### config.mk
export PLATFORM = sky130hd
export DESIGN_NAME = lcs_row_unit
export DESIGN_NICKNAME = d
export VERILOG_FILES = /design/src/hdl/lcs_pkg.sv /design/src/hdl/lcs_row_unit.sv
export SDC_FILE = /design/constraint.sdc
export NUM_CORES = 2
export LEC_CHECK = 0
export BUFFER_PORTS_ARGS = -buffer_cell sky130_fd_sc_hd__buf_2
export CAP_MARGIN = 20
export CORE_MARGIN = 1
export CORE_UTILIZATION = 47
export DETAILED_ROUTE_END_ITERATION = 10
export HOLD_SLACK_MARGIN = 0.08
export SLEW_MARGIN = 20
export SYNTH_ARGS = -nofsm -noshare
export SYNTH_HDL_FRONTEND = slang
export SYNTH_SLANG_ARGS = --single-unit
### constraint.sdc
create_clock -name clk -period 17.59 [get_ports clk]
set_input_delay 2.6385 -clock clk [delete_from_list [all_inputs] [get_ports clk]]
set_output_delay 2.6385 -clock clk [all_outputs]
set_load 0.03 [all_outputs]
### src/hdl/lcs_pkg.sv
`timescale 1ns / 1ps
// lcs_pkg: shared types and constants of the LCS length engine.
// No dependencies; used by lcs_seq_mem, lcs_row_unit and lcs_length_engine.
package lcs_pkg;

  // element width and output field widths
  localparam int unsigned DATA_W     = 32;
  localparam int unsigned LEN_OUT_W  = 9;
  localparam int unsigned M_TDATA_W  = 16;

  // tuser kind on the slave side
  localparam logic CMD_FIRST  = 1'b0;
  localparam logic CMD_SECOND = 1'b1;

  // per-cycle control from the sweep sequencer to the row unit
  typedef struct packed {
    logic rd_en;       // a row entry is read this cycle
    logic start;       // first entry of a sweep
    logic first_pass;  // first B element of a run: stored row reads as zero
  } sweep_ctl_t;

endpackage

### src/hdl/lcs_row_unit.sv
`timescale 1ns / 1ps
// lcs_row_unit: dynamic-programming row memory and its update datapath.
// Reads one entry a cycle, updates it the next cycle and writes it back. Uses lcs_pkg.
module lcs_row_unit #(
  parameter int unsigned AW = 8,
  parameter int unsigned CW = 9
) (
  input  logic                       clk,
  input  logic                       rst,
  input  lcs_pkg::sweep_ctl_t        ctl,
  input  logic [AW-1:0]              rd_addr,
  input  logic [lcs_pkg::DATA_W-1:0] a_elem,   // registered store data, aligned to row data
  input  logic [lcs_pkg::DATA_W-1:0] b_elem,
  output logic [CW-1:0]              tail_val  // newest value written by the sweep
);

  logic [CW-1:0] row [2**AW];
  logic [CW-1:0] row_q;
  logic [AW-1:0] wr_addr;
  logic          upd_vld;
  logic          upd_start;
  logic          upd_first;
  logic [CW-1:0] diag;
  logic [CW-1:0] above;

  logic [CW-1:0] left_use;
  logic [CW-1:0] diag_use;
  logic [CW-1:0] above_use;
  logic [CW-1:0] new_val;

  // read stage
  always_ff @(posedge clk) begin
    if (ctl.rd_en) begin
      row_q <= row[rd_addr];
    end
    wr_addr   <= rd_addr;
    upd_start <= ctl.start;
    upd_first <= ctl.first_pass;
  end

  always_ff @(posedge clk) begin
    if (rst) begin
      upd_vld <= 1'b0;
    end else begin
      upd_vld <= ctl.rd_en;
    end
  end

  // cell update: diagonal plus one on a match, else larger of left and above
  always_comb begin
    left_use  = upd_first ? '0 : row_q;
    diag_use  = upd_start ? '0 : diag;
    above_use = upd_start ? '0 : above;
    if (a_elem == b_elem) begin
      new_val = diag_use + CW'(1);
    end else if (left_use > above_use) begin
      new_val = left_use;
    end else begin
      new_val = above_use;
    end
  end

  // write back and carry neighbors along the row
  always_ff @(posedge clk) begin
    if (upd_vld) begin
      row[wr_addr] <= new_val;
      diag         <= left_use;
      above        <= new_val;
    end
  end

  assign tail_val = above;

endmodule

==> results.toml <==
[timing]
postLayoutSetupSlackWorst_ns = 10.64
setup_viol = 0
period_share = 0.395
fmax_ghz = 0.144
finClkSkew_ns = 0.0398
hold_viol = 0
finalSetupTns_ns = 0
rsz0062_at_grt = "no"
fin_crit_ns = 6.95
slew_viol_final = 0
tightestPinTransition_ns = 1.17
relSlewSlack = 0.217

[detailed_routing]
drtIter0Drc = 5002
viasPerCell = 6.16
avgRoutedWirePerCell_um = 32.4
totalWireLength_um = 233000
via_count = 44400
drcViolationCount = 0
dr.pass1.iters = 5
ant_nets = 0

[clock_tree]
cts-root-buf = "clkbuf_16"
clockBufferDepth = 3
post_cts_resize_count = 0
path_clk_slew_ns = 0.07
h-tree-depth = 4
cts_buffers = 226
cts_tree = "done"
postCtsSetupBuffers = 0
cts_hold_buf = 0
cts.sinks = 2342
clkLatencyLatePin_ns = 0.87

[synth]
synth_nets = 4395
synthArstFlopShare = 0
yosysWarnings = 0
synthCells = 4308
ys_ff_latch = 2342
synth_edf_count = 2331
synth.avg_cell_area_um2 = 21.2
synth.area.top_cells = "edfxtp_1 77%, mux4_2 14%, mux2i_1 1.6%"
synth_top_cell_area_share = 0.767
synth_area_um2 = 91300
synth.distinct_cells = 61
synth_area_leader_cell = "edfxtp_1"
yosysSeqAreaShare = 0.769
synth_ff_type = "edfxtp_1"

[run]
max_cap_viol_count = 0

[global_routing]
grt_start_max_net_pins = 189
grt.overflow.total = 0
grt_pass1_wl_um = 332000
grt.met1_usage = 0.340
grt_pass1_vias = 44300
grt_busiest_layer = "met2"
grt_antenna_before_repair = 4
met3_usage = 0.0498
met2_usage = 0.376
track_usage = 0.238

[layout]
nNetsFinal = 4563
drive_above_1_share = 0.235
fillers = 14800
areaGrowthSynthToFinish_pct = 11.4
instances_no_fill = 7199
final_common_cell = "edfxtp_1"
final_cell_mix = "2331 x edfxtp_1, 550 x mux4_2, 281 x nor2_1"

[floorplan]
core_um2 = 193000
die_h_um = 443
fp.dieArea_um2 = 196000
die_w_um = 443
ios = 86
initial_core_util = 0.473
rows = 161

[worst_setup_path]
cp-end-kind = "register"
critPathSlowestCell = "o221ai_1"
critical_path_class = "input pin to register"
r2r_end = "row[28][7]"
worstPathRequired_ns = 18.17
cp_common_cell = "buf_4"
path_max_fanout = 53
r2r.worst_path.cells = 12
startpoint_type = "input pin"
worstPathCellList = "buf_8 -> buf_4 -> buf_4 -> buf_4 -> nor2_1 -> a2111oi_0 -> nor2_1 -> o221ai_1 -> a21oi_1"
reg2reg_from = "upd_start"
slowest_delay_ns = 0.79
crit_arrival_ns = 7.53
reg2reg_slack_ns = 11.64

[pwr]
p_leak_nw = 31.7
p_switching_w = 0.00266
pwr_density_cell_nw_per_um2 = 116
sequentialPowerShare = 0.538
clkPwrFrac = 0.396
p_int_w = 0.00916
p_sw_frac = 0.225
pwr-share-comb = 0.066
ir_drop_uv = 119

[worst_hold_path]
hp-class = "register to register"
holdPathStages = 2
hold_end = "diag[0]"
worstHoldStart = "row_q[0]"

[placed_design]
dp_slack_ns = 9.84
portBuffers = 85
dp_hpwl_um = 142000
place_congestion = 0.857
placed_cells = 6771

[outcome]
status = "completed"
cells by family after synthesis:
| kind of cell | synth area share |
|---|---|
| simple gates | 0.0286 |
| flops | 0.769 |
| buf+inv | 0.0165 |
| compound gates | 0.0281 |
| xor+xnor | 0.00374 |
| fa+ha+maj | 0.00137 |
| mux | 0.152 |
layer usage:
layer / vias to the layer above / share of wire
li1: 18300 / -
met1: 24000 / 0.42
met2: 1770 / 0.48
met3: 274 / 0.078
met4: 0 / 0.023
met5: - / 0
flip-flops by register name, summed over array words and instances, names as in the netlist:
| register | flops |
|---|---|
| row_q | 9 |
| upd_vld | 1 |
| row | 2304 |
| wr_addr | 8 |
| diag | 9 |
| upd_first | 1 |
| tail_val | 9 |
| upd_start | 1 |
critical path, delay by kind of cell:
kind                   cells  cell delay (ns)
AO/OA/AOI/OAI              3             1.53
AND/OR/NAND/NOR            2             0.63
buffers and inverters      4             2.50
power groups by stage:
| stage | registers [W] | logic (W) | clock network, W |
|---|---|---|---|
| CTS | 0.00637 | 0.000782 | 0.00474 |
| floorplan | 0.00659 | 0.000436 | 0 |
| detailed placement | 0.00648 | 0.000782 | 0 |
| finish | 0.00637 | 0.000776 | 0.00468 |
| global placement | 0.00648 | 0.000761 | 0 |
| global route | 0.00636 | 0.000824 | 0.00494 |
cell usage after synthesis, types with 29 or more instances:
master / n
a21oi_1: 55
a221oi_1: 32
a22oi_1: 60
buf_2: 60
buf_4: 53
buf_6: 29
clkbuf_1: 94
edfxtp_1: 2331
mux2i_1: 148
mux4_2: 550
nand2_1: 133
nand3_1: 41
nor2_1: 302
nor2b_1: 37
o21ai_0: 39
o22ai_1: 30
xnor2_1: 37
worst max-delay path by stage:
stage               cells after the start       start         to  slack (ns)
CTS                                     9  rd_addr[1]   row_q[4]       10.79
global placement                        9  rd_addr[1]   row_q[4]        9.88
floorplan                               6   a_elem[6]  row[0][0]        5.30
finish                                  9  rd_addr[1]   row_q[4]       10.64
detailed placement                      9  rd_addr[1]   row_q[4]        9.84
global route                           11  rd_addr[0]   row_q[8]       10.57
area by class of cell:
class,count,area [um2],area share
Sequential cell,2342,70200,0.691
Multi-Input combinational cell,1708,19700,0.194
Clock buffer,291,6000,0.0591
Tap cell,2526,3160,0.0311
Timing Repair Buffer,188,1370,0.0135
Clock inverter,130,1110,0.0109
Inverter,10,38.8,0.000382
Antenna cell,4,10.0,0.0000985
stage by stage:
step / total power [W] / area [um2] / hold WS (ns) / utilization
floorplan: 0.00703 / 91300 / 0.530 / -
global placement: 0.00724 / 94400 / 0.720 / 0.490
detailed placement: 0.00727 / 94500 / 0.713 / 0.490
CTS: 0.0119 / 102000 / 0.728 / 0.527
global route: 0.0121 / 102000 / 0.750 / 0.527
finish: 0.0118 / 102000 / 0.717 / 0.527
(Power assumes the default switching activity.)
